--- config.mk ---
export PLATFORM = sky130hd
export DESIGN_NAME = sorted_array_priority_queue
export DESIGN_NICKNAME = d
export VERILOG_FILES = /design/src/rtl/core/spq_pkg.sv /design/src/rtl/core/spq_ram.sv /design/src/rtl/core/spq_ctrl.sv /design/src/rtl/core/sorted_array_priority_queue.sv
export SDC_FILE = /design/constraint.sdc
export NUM_CORES = 2
export LEC_CHECK = 0
export BUFFER_PORTS_ARGS = -buffer_cell sky130_fd_sc_hd__buf_4
export CAP_MARGIN = 10
export CELL_PAD_IN_SITES_DETAIL_PLACEMENT = 0
export CELL_PAD_IN_SITES_GLOBAL_PLACEMENT = 1
export CORE_ASPECT_RATIO = 1.5
export CORE_UTILIZATION = 55
export DETAILED_ROUTE_END_ITERATION = 8
export GPL_TIMING_DRIVEN = 0
export PLACE_DENSITY = 0.84
export SLEW_MARGIN = 20
export SYNTH_ARGS = -nofsm -noshare
export SYNTH_HDL_FRONTEND = slang
export SYNTH_HIERARCHICAL = 1
export SYNTH_SLANG_ARGS = --single-unit
export TNS_END_PERCENT = 10
--- constraint.sdc ---
create_clock -name clk -period 7.8 [get_ports clk]
set_input_delay 0.39 -clock clk [delete_from_list [all_inputs] [get_ports clk]]
set_output_delay 0.39 -clock clk [all_outputs]
set_load 0.1 [all_outputs]
--- src/rtl/core/spq_pkg.sv ---
// ----------------------------------------------------------------------------
// spq_pkg
// Shared types and constants for the sorted-array priority queue.
// ----------------------------------------------------------------------------
package spq_pkg;

  localparam int CAPACITY = 64;
  localparam int IDX_W    = $clog2(CAPACITY);
  localparam int CNT_W    = $clog2(CAPACITY + 1);
  localparam int PRIO_W   = 32;
  localparam int TAG_W    = 16;
  localparam int OCC_W    = 7;
  localparam int KIND_W   = 2;
  localparam int STAT_W   = 2;

  localparam logic [KIND_W-1:0] KIND_ENQ   = 2'd0;
  localparam logic [KIND_W-1:0] KIND_DEQ   = 2'd1;
  localparam logic [KIND_W-1:0] KIND_PEEK  = 2'd2;
  localparam logic [KIND_W-1:0] KIND_CLEAR = 2'd3;

  localparam logic [STAT_W-1:0] ST_OK    = 2'd0;
  localparam logic [STAT_W-1:0] ST_EMPTY = 2'd1;
  localparam logic [STAT_W-1:0] ST_FULL  = 2'd2;

  typedef struct packed {
    logic signed [PRIO_W-1:0] prio;
    logic        [TAG_W-1:0]  tag;
  } entry_t;

  localparam int ENTRY_W = $bits(entry_t);

  typedef struct packed {
    logic signed [PRIO_W-1:0] prio;
    logic        [TAG_W-1:0]  tag;
    logic        [OCC_W-1:0]  occupancy;
    logic        [STAT_W-1:0] status;
  } result_t;

endpackage

--- src/rtl/core/spq_ram.sv ---
// ----------------------------------------------------------------------------
// spq_ram
// Generic single-write, single-read RAM with registered read data.
// ----------------------------------------------------------------------------
module spq_ram #(
  parameter int WIDTH = 8,
  parameter int DEPTH = 16
) (
  input  logic                     clk,
  input  logic                     we,
  input  logic [$clog2(DEPTH)-1:0] waddr,
  input  logic [WIDTH-1:0]         wdata,
  input  logic [$clog2(DEPTH)-1:0] raddr,
  output logic [WIDTH-1:0]         rdata
);

  logic [WIDTH-1:0] mem [DEPTH];

  always_ff @(posedge clk) begin
    if (we) begin
      mem[waddr] <= wdata;
    end
    rdata <= mem[raddr];
  end

endmodule

--- src/rtl/core/spq_ctrl.sv ---
// ----------------------------------------------------------------------------
// spq_ctrl
// Operation sequencer: fill count, insertion walk with one shared compare,
// and front-entry reads through the store's single read port.
// ----------------------------------------------------------------------------
module spq_ctrl (
  input  logic                         clk,
  input  logic                         rst_n,
  input  logic                         in_valid,
  output logic                         in_ready,
  input  logic [spq_pkg::KIND_W-1:0]   in_kind,
  input  spq_pkg::entry_t              in_entry,
  output logic                         res_valid,
  input  logic                         res_ready,
  output spq_pkg::result_t             res,
  output logic                         ram_we,
  output logic [spq_pkg::IDX_W-1:0]    ram_waddr,
  output spq_pkg::entry_t              ram_wdata,
  output logic [spq_pkg::IDX_W-1:0]    ram_raddr,
  input  spq_pkg::entry_t              ram_rdata
);

  localparam logic [2:0] S_IDLE   = 3'd0;
  localparam logic [2:0] S_READ   = 3'd1;
  localparam logic [2:0] S_SHIFT  = 3'd2;
  localparam logic [2:0] S_PLACE  = 3'd3;
  localparam logic [2:0] S_RESULT = 3'd4;

  localparam logic [spq_pkg::CNT_W-1:0] CNT_FULL = spq_pkg::CNT_W'(spq_pkg::CAPACITY);

  logic [2:0]                       state_r, state_nxt;
  logic [spq_pkg::CNT_W-1:0]        cnt_r, cnt_nxt;
  logic [spq_pkg::IDX_W-1:0]        pos_r, pos_nxt;
  logic [spq_pkg::KIND_W-1:0]       kind_r, kind_nxt;
  spq_pkg::entry_t                  ent_r, ent_nxt;
  logic signed [spq_pkg::PRIO_W-1:0] rprio_r, rprio_nxt;
  logic [spq_pkg::TAG_W-1:0]        rtag_r, rtag_nxt;
  logic [spq_pkg::STAT_W-1:0]       rstat_r, rstat_nxt;
  logic                             move_up;

  assign move_up = ram_rdata.prio < ent_r.prio;

  always_comb begin
    state_nxt = state_r;
    cnt_nxt   = cnt_r;
    pos_nxt   = pos_r;
    kind_nxt  = kind_r;
    ent_nxt   = ent_r;
    rprio_nxt = rprio_r;
    rtag_nxt  = rtag_r;
    rstat_nxt = rstat_r;
    in_ready  = 1'b0;
    res_valid = 1'b0;
    ram_we    = 1'b0;
    ram_waddr = pos_r;
    ram_wdata = ent_r;
    ram_raddr = spq_pkg::IDX_W'(cnt_r - spq_pkg::CNT_W'(1));
    unique case (state_r)
      S_IDLE: begin
        in_ready = 1'b1;
        if (in_valid) begin
          kind_nxt  = in_kind;
          ent_nxt   = in_entry;
          rprio_nxt = '0;
          rtag_nxt  = '0;
          rstat_nxt = spq_pkg::ST_OK;
          unique case (in_kind)
            spq_pkg::KIND_ENQ: begin
              if (cnt_r == CNT_FULL) begin
                rstat_nxt = spq_pkg::ST_FULL;
                state_nxt = S_RESULT;
              end else if (cnt_r == '0) begin
                ram_we    = 1'b1;
                ram_waddr = '0;
                ram_wdata = in_entry;
                cnt_nxt   = cnt_r + spq_pkg::CNT_W'(1);
                state_nxt = S_RESULT;
              end else begin
                pos_nxt   = spq_pkg::IDX_W'(cnt_r);
                state_nxt = S_SHIFT;
              end
            end
            spq_pkg::KIND_DEQ, spq_pkg::KIND_PEEK: begin
              if (cnt_r == '0) begin
                rstat_nxt = spq_pkg::ST_EMPTY;
                state_nxt = S_RESULT;
              end else begin
                state_nxt = S_READ;
              end
            end
            spq_pkg::KIND_CLEAR: begin
              cnt_nxt   = '0;
              state_nxt = S_RESULT;
            end
          endcase
        end
      end
      S_READ: begin
        rprio_nxt = ram_rdata.prio;
        rtag_nxt  = ram_rdata.tag;
        if (kind_r == spq_pkg::KIND_DEQ) begin
          cnt_nxt = cnt_r - spq_pkg::CNT_W'(1);
        end
        state_nxt = S_RESULT;
      end
      S_SHIFT: begin
        ram_we = 1'b1;
        if (move_up) begin
          ram_wdata = ram_rdata;
          pos_nxt   = pos_r - spq_pkg::IDX_W'(1);
          if (pos_r == spq_pkg::IDX_W'(1)) begin
            state_nxt = S_PLACE;
          end else begin
            ram_raddr = pos_r - spq_pkg::IDX_W'(2);
          end
        end else begin
          cnt_nxt   = cnt_r + spq_pkg::CNT_W'(1);
          state_nxt = S_RESULT;
        end
      end
      S_PLACE: begin
        ram_we    = 1'b1;
        cnt_nxt   = cnt_r + spq_pkg::CNT_W'(1);
        state_nxt = S_RESULT;
      end
      S_RESULT: begin
        res_valid = 1'b1;
        if (res_ready) begin
          state_nxt = S_IDLE;
        end
      end
      default: begin
        state_nxt = S_IDLE;
      end
    endcase
  end

  assign res = '{prio: rprio_r, tag: rtag_r,
                 occupancy: spq_pkg::OCC_W'(cnt_r), status: rstat_r};

  always_ff @(posedge clk) begin
    if (!rst_n) begin
      state_r <= S_IDLE;
      cnt_r   <= '0;
    end else begin
      state_r <= state_nxt;
      cnt_r   <= cnt_nxt;
    end
    pos_r   <= pos_nxt;
    kind_r  <= kind_nxt;
    ent_r   <= ent_nxt;
    rprio_r <= rprio_nxt;
    rtag_r  <= rtag_nxt;
    rstat_r <= rstat_nxt;
  end

  a_cnt_bound: assert property (@(posedge clk) disable iff (!rst_n)
    cnt_r <= CNT_FULL)
    else $error("fill count above capacity");

  a_shift_pos: assert property (@(posedge clk) disable iff (!rst_n)
    (state_r == S_SHIFT) |-> (pos_r != '0) && (spq_pkg::CNT_W'(pos_r) <= cnt_r))
    else $error("insertion walk out of range");

  a_full_status: assert property (@(posedge clk) disable iff (!rst_n)
    (res_valid && rstat_r == spq_pkg::ST_FULL) |-> (cnt_r == CNT_FULL))
    else $error("full reported while not full");

  a_enq_grow: assert property (@(posedge clk) disable iff (!rst_n)
    (state_r == S_PLACE) |=> (cnt_r == $past(cnt_r) + spq_pkg::CNT_W'(1)))
    else $error("enqueue did not grow queue");

endmodule

--- src/rtl/core/sorted_array_priority_queue.sv ---
// ----------------------------------------------------------------------------
// sorted_array_priority_queue
// Minimum priority queue held in a sorted RAM; the most urgent entry sits at
// the filled end and leaves first, newest first among equal priorities.
// ----------------------------------------------------------------------------
// One operation is taken at a time over the store's one write and one read port.
// Dequeue and peek read the front entry; clear, rejected operations and an
// enqueue into an empty queue go straight to the result. An enqueue into a
// non-empty queue walks down from the filled end past the more urgent entries,
// one compare and one entry move per cycle; a place step writes it if it
// lands in the least urgent slot. The result sits in an output register, so
// the next transaction can be taken while it waits. No clearing pass runs
// after reset; the fill count marks which entries are live.
module sorted_array_priority_queue (
  input  logic                              clk,
  input  logic                              rst_n,
  input  logic                              in_valid,
  output logic                              in_ready,
  input  logic [spq_pkg::KIND_W-1:0]        in_kind,
  input  logic signed [spq_pkg::PRIO_W-1:0] in_priority_req,
  input  logic [spq_pkg::TAG_W-1:0]         in_tag,
  output logic                              out_valid,
  input  logic                              out_ready,
  output logic signed [spq_pkg::PRIO_W-1:0] out_priority,
  output logic [spq_pkg::TAG_W-1:0]         out_tag,
  output logic [spq_pkg::OCC_W-1:0]         out_occupancy,
  output logic [spq_pkg::STAT_W-1:0]        out_status
);

  spq_pkg::entry_t                in_entry;
  spq_pkg::result_t               res;
  spq_pkg::result_t               out_r;
  logic                           res_valid;
  logic                           res_ready;
  logic                           out_valid_r;
  logic                           ram_we;
  logic [spq_pkg::IDX_W-1:0]      ram_waddr;
  logic [spq_pkg::IDX_W-1:0]      ram_raddr;
  spq_pkg::entry_t                ram_wdata;
  spq_pkg::entry_t                ram_rdata;
  logic [spq_pkg::ENTRY_W-1:0]    ram_rdata_raw;

  assign in_entry  = '{prio: in_priority_req, tag: in_tag};
  assign ram_rdata = spq_pkg::entry_t'(ram_rdata_raw);
  assign res_ready = !out_valid_r || out_ready;

  spq_ctrl u_ctrl (
    .clk       (clk),
    .rst_n     (rst_n),
    .in_valid  (in_valid),
    .in_ready  (in_ready),
    .in_kind   (in_kind),
    .in_entry  (in_entry),
    .res_valid (res_valid),
    .res_ready (res_ready),
    .res       (res),
    .ram_we    (ram_we),
    .ram_waddr (ram_waddr),
    .ram_wdata (ram_wdata),
    .ram_raddr (ram_raddr),
    .ram_rdata (ram_rdata)
  );

  spq_ram #(
    .WIDTH (spq_pkg::ENTRY_W),
    .DEPTH (spq_pkg::CAPACITY)
  ) u_store (
    .clk   (clk),
    .we    (ram_we),
    .waddr (ram_waddr),
    .wdata (ram_wdata),
    .raddr (ram_raddr),
    .rdata (ram_rdata_raw)
  );

  always_ff @(posedge clk) begin
    if (!rst_n) begin
      out_valid_r <= 1'b0;
    end else if (res_ready) begin
      out_valid_r <= res_valid;
    end
    if (res_valid && res_ready) begin
      out_r <= res;
    end
  end

  assign out_valid     = out_valid_r;
  assign out_priority  = out_r.prio;
  assign out_tag       = out_r.tag;
  assign out_occupancy = out_r.occupancy;
  assign out_status    = out_r.status;

endmodule
=== Word level (Yosys, flattened, before mapping) ===
Memory sizes are Yosys's and may differ from the RTL's. A register that Yosys moved wholly into a read port is not among the register bits.
Cells that the tools add are included.
Widths: inputs -> output; s select.

* Memories kept: 1
* RAM bits: 3,072
* Input port bits: 54
* Word-level logic and storage cells: 111
* Register bits after elaboration: 174
* Bits in read-only memories: 0
* Latch bits: 0
* Output and inout port bits: 59

* Reduce and logical (&&, ||, !) cells: 17
* Equal/unequal tests: 22
* Bitwise operators: 0
* Mux-type cells: 52
* Multiply operators: 0
* Shift-type cells: 0
* Divide/modulo/power cells: 0
* Add/sub/neg operators: 4
* Magnitude comparators: 1

{| class="wikitable"
|+ Memory list
! memory !! words !! width !! read ports !! clocked after Yosys merged registers in !! write ports !! RTL line !! source
|-
| u_store.mem || 64 || 48 || 1 || 1 || 1 || spq_ram.sv:17 || <nowiki>logic [WIDTH-1:0] mem [DEPTH];</nowiki>
|}

{| class="wikitable"
|+ Operators by type and width
! cell !! number
|-
| $mux 48 || 5
|-
| $pmux 48 s2 || 1
|-
| $mux 6 || 13
|-
| $pmux 32 s2 || 1
|-
| $mux 7 || 5
|-
| $lt 32x32->1 || 1
|-
| $mux 32 || 1
|-
| $pmux 16 s2 || 1
|-
| $pmux 7 s4 || 1
|-
| $mux 3 || 7
|-
| $mux 16 || 1
|-
| $pmux 7 s2 || 1
|-
| $ne 2x2->1 const B || 6
|-
| $pmux 3 s4 || 1
|-
| $pmux 6 s2 || 1
|-
| $mux 1 || 9
|-
| $ne 3x3->1 const B || 3
|-
| $pmux 3 s3 || 1
|-
| $add 7x1->7 const B || 1
|-
| $eq 7x7->1 const B || 1
|-
| $logic_not 7->1 || 1
|-
| $reduce_and 7->1 || 1
|-
| $sub 7x1->7 const B || 1
|-
| $eq 3x2->1 const B || 2
|-
| other kinds (23) || 30
|}

=== Longest topological paths before layout ===
* Depth after elaboration: 8
* Depth in mapped cells: 19
* Mapped depth without buffers: 14

=== By module ===
The synthesis kept the hierarchy.

{| class="wikitable"
|+ By module, submodules not included
! module !! instances !! area each (um2) !! sequential area each (um2) !! cells an instance
|-
| spq_ram || 1 || 117,139.8 || 93,209.4 || 4,970
|-
| spq_ctrl || 1 || 7,123.1 || 3,383.2 || 758
|-
| sorted_array_priority_queue || 1 || 1,769.2 || 1,731.7 || 62
|}

=== Worst setup path before layout ===
No wires, ideal clock.

* Path type: reg-to-reg
* Start: reg u_ctrl.state_r[2]
* End: mem u_store/mem[49][0] (netlist name), enable pin
* Library setup time: 0.513 ns
* Buffers on the path: 4
* Data required time: 7.287 ns
* Cell stages (with the launch flop): 12
* Clock period less this slack: 7.355 ns
* Data arrival time: 6.842 ns
* Setup slack: 0.445 ns
* Cell sequence: dfxtp_1 clkbuf_1 or2_2 clkbuf_1 clkbuf_1 nor2_1 nand2_1 and2_1 clkbuf_1 nor2b_1 nand4_1 nor3_1

* Elaborated cells between the ends (all ways): 8
* Classes of those cells: eq/ne: 2; mux: 4; reduce/logical: 2

{| class="wikitable"
|+ RTL lines
! element !! RTL line !! source
|-
| start: declaration || spq_ctrl.sv:31 || <nowiki>logic [2:0] state_r, state_nxt;</nowiki>
|-
| start signal: assignment || spq_ctrl.sv:146 || <nowiki>state_r <= state_nxt;</nowiki>
|-
| $logic_not 3->1 || spq_ctrl.sv:58 || <nowiki>unique case (state_r)</nowiki>
|-
| $mux 6 || spq_ctrl.sv:58 ||
|-
| net ram_waddr, one bit || sorted_array_priority_queue.sv:37 || <nowiki>logic [spq_pkg::IDX_W-1:0] ram_waddr;</nowiki>
|-
| end: declaration || spq_ram.sv:17 ||
|}

The timed path passes the listed nets, and every way through them passes these cells.

=== Worst setup path after layout ===
* Start: reg u_store.rdata[34], read port of u_store.mem
* End: reg u_store.rdata[7], read port of u_store.mem

* Word-level cells in the longest chain between the ends: 3

{| class="wikitable"
|+ Ends and longest elaborated chain
! element !! RTL line !! source
|-
| start: declaration || spq_ram.sv:14 || <nowiki>output logic [WIDTH-1:0] rdata</nowiki>
|-
| $lt 32x32->1 || spq_ctrl.sv:41 || <nowiki>assign move_up = ram_rdata.prio < ent_r.prio;</nowiki>
|-
| $mux 6 || spq_ctrl.sv:108 || <nowiki>if (move_up) begin</nowiki>
|-
| $mux 6 || spq_ctrl.sv:58 ||
|-
| net ram_raddr, one bit || sorted_array_priority_queue.sv:38 || <nowiki>logic [spq_pkg::IDX_W-1:0] ram_raddr;</nowiki>
|}

The timed path passes the listed nets, and every way through them passes these cells.
A chain may end at the register's enable or synchronous reset.

==> impl_metrics.tcl <==
set metrics [dict create \
    critPathKind "flip-flop to flip-flop" \
    drive_gt1_frac 0.286 \
    dp_hpwl_um 272000 \
    rsz0062_at_grt "no" \
    fin_crit_sh 1.01 \
    hold_violations 0 \
    drt-total-wl_um 411000 \
    stdcell_count 9795 \
    p_int_mw 31.9 \
    leakage_nw 47.9 \
    swShare 0.310 \
    seq_power_share 0.453 \
    period_needed_ns 7.84 \
    pin_count 113 \
    cap_violations 0 \
    synth_ff_type "edfxtp_1" \
    dr.pass1.iters 6 \
    start_util 0.555 \
    syn_area_um2 126000 \
    yosysWarnings 6 \
    place_area_um2 138000 \
    drc_errors 0 \
    met2WireLength_um 191000 \
    tightest_slew_ns 1.42 \
    die_w_um 393 \
    cts_buffer_depth 4 \
    gp_congestion 0.948 \
    async_flop_share 0 \
    clkTransAtPathRegs_ns 0.07 \
    cts_setup_buffers 0 \
    antenna_found_initial 19 \
    endpoint_kind "flip-flop" \
    synth_seq_cells 3294 \
    max_slew_margin 0.0457 \
    grt_max_degree 58 \
    p_clk_frac 0.314 \
    dr_wl_met3_um 54900 \
    setup_viol 1 \
    clock-root-buffer "clkbuf_16" \
    slew_viol_final 0 \
    finalSetupTns_ns -0.0428 \
    antenna_left 0 \
    clk_latency_ns 0.90 \
    hp-class "input pin to flip-flop" \
    core_um2 227000 \
    placed_cells_incl_taps 9211 \
    nets 6628 \
    power.density_nw_per_um2 313 \
    top_layer "met5" \
    power_frac_comb 0.233 \
    drt_iter0_markers 12500 \
    wl_per_cell_um 41.9 \
    port_buffers 112 \
    cp.required_ns 8.52 \
    cts-buffers-inserted 292 \
    fmax_mhz 128 \
    synth_edf_count 3235 \
    nFillCells 13900 \
    vias 70200 \
    setup_slack_ns -0.0428 \
    area_growth_pct 17.5 \
    first_global_vias 69800 \
    fp.dieH_um 588 \
    viasPerCell 7.17 \
    clock_sinks 3294 \
    p_sw_mw 14.4 \
    pre_cts_slack_ns 0.433 \
    synth.distinct_cells 66 \
    peakVddDrop_v 0.000185 \
    synthCells 5790 \
    path_max_fanout 11 \
    grt-ovfl-total 0 \
    grt_usage 0.358 \
    syn_nets 5883 \
    violations "negative setup slack" \
    synth-seq-area-share 0.780 \
    cp-start-kind "flip-flop" \
    rows 214 \
    met1_length_um 122000 \
    postSynthAreaPerCell_um2 21.8 \
    power_mw 46.3 \
    grt_pass1_wl_um 558000 \
    design_area_um2 148000 \
    die-area_um2 231000 \
    fin_skew_ns 0.0570 \
    h-tree-depth 5 \
    tritoncts "built" \
    outcome "complete, but fails checks" \
    arrival_ns 8.56 \
]
[kinds of logic after synthesis]
| logic type | Yosys count | share of synthesized area |
|---|---|---|
| DFF | 3294 | 0.780 |
| buffers and inverters | 390 | 0.0153 |
| AOI/OAI and AO/OA | 782 | 0.0418 |
| and+or+nand+nor | 436 | 0.0165 |
| muxes | 838 | 0.142 |
| adders and majority gates | 39 | 0.00387 |
| xor gates and xnor gates | 11 | 0.000764 |
[cell usage in the layout (no fill, tap or decap), types with 15 or more instances in the layout]
| cell type | count |
|---|---|
| o221ai_1 | 28 |
| bufinv_16 | 27 |
| buf_12 | 143 |
| mux2i_1 | 69 |
| edfxtp_1 | 3235 |
| a21oi_4 | 47 |
| clkbuf_2 | 23 |
| a211oi_1 | 38 |
| a22oi_1 | 74 |
| buf_6 | 16 |
| clkinvlp_4 | 17 |
| nand2_1 | 125 |
| o22ai_1 | 211 |
| mux4_2 | 754 |
| clkbuf_1 | 178 |
| buf_2 | 98 |
| a22o_1 | 59 |
| nor2b_1 | 26 |
| buf_4 | 188 |
| buf_1 | 17 |
| and2_1 | 55 |
| clkinv_1 | 48 |
| ha_1 | 39 |
| nor2_4 | 62 |
| dfxtp_1 | 59 |
| a21oi_1 | 94 |
| dlygate4sd3_1 | 54 |
| buf_16 | 120 |
| clkbuf_16 | 301 |
| inv_1 | 46 |
| nor2_1 | 86 |
| clkinv_2 | 48 |
| a221oi_1 | 86 |
| nand3_1 | 15 |
| o21ai_0 | 92 |
[what timing repair did]
action | 4_1_cts | 5_1_grt
hold endpoints to repair | 55 | 0
endpoints found under the setup margin | 0 | 2
gates resized for setup | 0 | 2
hold buffers | 54 | 0
[Yosys cell counts, types with 15 or more instances]
cell type / instances / area share
a211oi_1: 39 / 0.0023
nand2_1: 125 / 0.0037
a21oi_1: 144 / 0.0057
clkbuf_1: 150 / 0.0045
edfxtp_1: 3235 / 0.77
a22oi_1: 74 / 0.0044
and2_1: 56 / 0.0028
o22ai_1: 219 / 0.011
a22o_1: 59 / 0.0041
mux4_2: 754 / 0.13
nand3_1: 15 / 0.00060
ha_1: 39 / 0.0039
a221oi_1: 86 / 0.0060
mux2i_1: 72 / 0.0057
o221ai_1: 28 / 0.0019
dfxtp_1: 59 / 0.0094
nor2b_1: 26 / 0.0013
buf_2: 97 / 0.0039
inv_1: 46 / 0.0014
buf_4: 60 / 0.0036
nor2_1: 149 / 0.0044
o21ai_0: 92 / 0.0037
buf_1: 18 / 0.00054
[registers in the layout (all words and copies together) (netlist names)]
register / cells
u_store/mem: 3072
u_ctrl/ent_r: 48
u_store/rdata: 48
out_priority: 32
u_ctrl/rprio_r: 32
out_tag: 16
u_ctrl/rtag_r: 16
out_occupancy: 7
u_ctrl/cnt_r: 7
u_ctrl/pos_r: 6
u_ctrl/state_r: 3
out_status: 2
u_ctrl/kind_r: 2
u_ctrl/rstat_r: 2
out_valid: 1
[worst max-delay path, cell delays in order (launching register included)]
cell	delay (ns)
dfxtp_1	0.54
ha_1	0.29
and2_0	0.16
a221o_1	0.30
a2bb2oi_1	0.28
a21oi_1	0.16
a211oi_2	0.52
and3_1	0.23
buf_2	0.28
mux2i_2	0.85
clkbuf_1	0.64
and2_1	0.57
buf_2	0.66
clkbuf_1	0.93
a22oi_1	0.23
nand2_1	0.16
o22ai_1	0.29
nor2_1	0.49
[metrics by stage]
| stage | hold slack (ns) | util |
|---|---|---|
| final | 0.268 | 0.652 |
| after global routing | 0.289 | 0.652 |
| after CTS | 0.260 | 0.652 |
| after detailed placement | 0.405 | 0.608 |
| after global placement | 0.403 | 0.575 |
| after floorplan | 0.400 | - |
[path summary, 6_finish.rpt]
check | slack (ns) | start | cells past startpoint | to
max | -0.04 | u_store/rdata[34]$_DFF_P_ | 17 | u_store/rdata[7]$_DFF_P_
min | 0.27 | in_priority_req[31] | 2 | u_ctrl/ent_r[47]$_DFFE_PP_
max reg2reg | -0.04 | u_store/rdata[34]$_DFF_P_ | 17 | u_store/rdata[7]$_DFF_P_
min reg2reg | 0.41 | u_ctrl/rtag_r[3]$_SDFFCE_PN0P_ | 0 | out_tag[3]$_DFFE_PP_
[final cells by class]
cell class              count  area, um2  share of cell area
diodes                     14       35.0            0.000237
repair buffers            451       7750              0.0523
clock inverters           161       1570              0.0106
well taps                3024       3780              0.0255
multi-input cells        2106      26900               0.182
inverters                  46        173             0.00117
clock buffers             355       7790              0.0526
plain buffers             344       1790              0.0121
flip-flops and latches   3294      98300               0.664
[layer usage]
layer | vias up | global-route usage
met5 | - | 0
met3 | 1662 | 0.101
met4 | 6 | 0.285
met2 | 6710 | 0.556
met1 | 35800 | 0.418
li1 | 26100 | -
[power groups by stage]
stage,Sequential (mW),Combinational (mW),Clock (mW)
after floorplan,21.6,4.87,0
after global placement,21.6,9.01,0
after detailed placement,21.3,10.1,0
after CTS,20.9,10.3,14.6
after global routing,21.0,10.7,15.2
final,21.0,10.8,14.6
No activity file was read; power rests on OpenSTA's default activity.
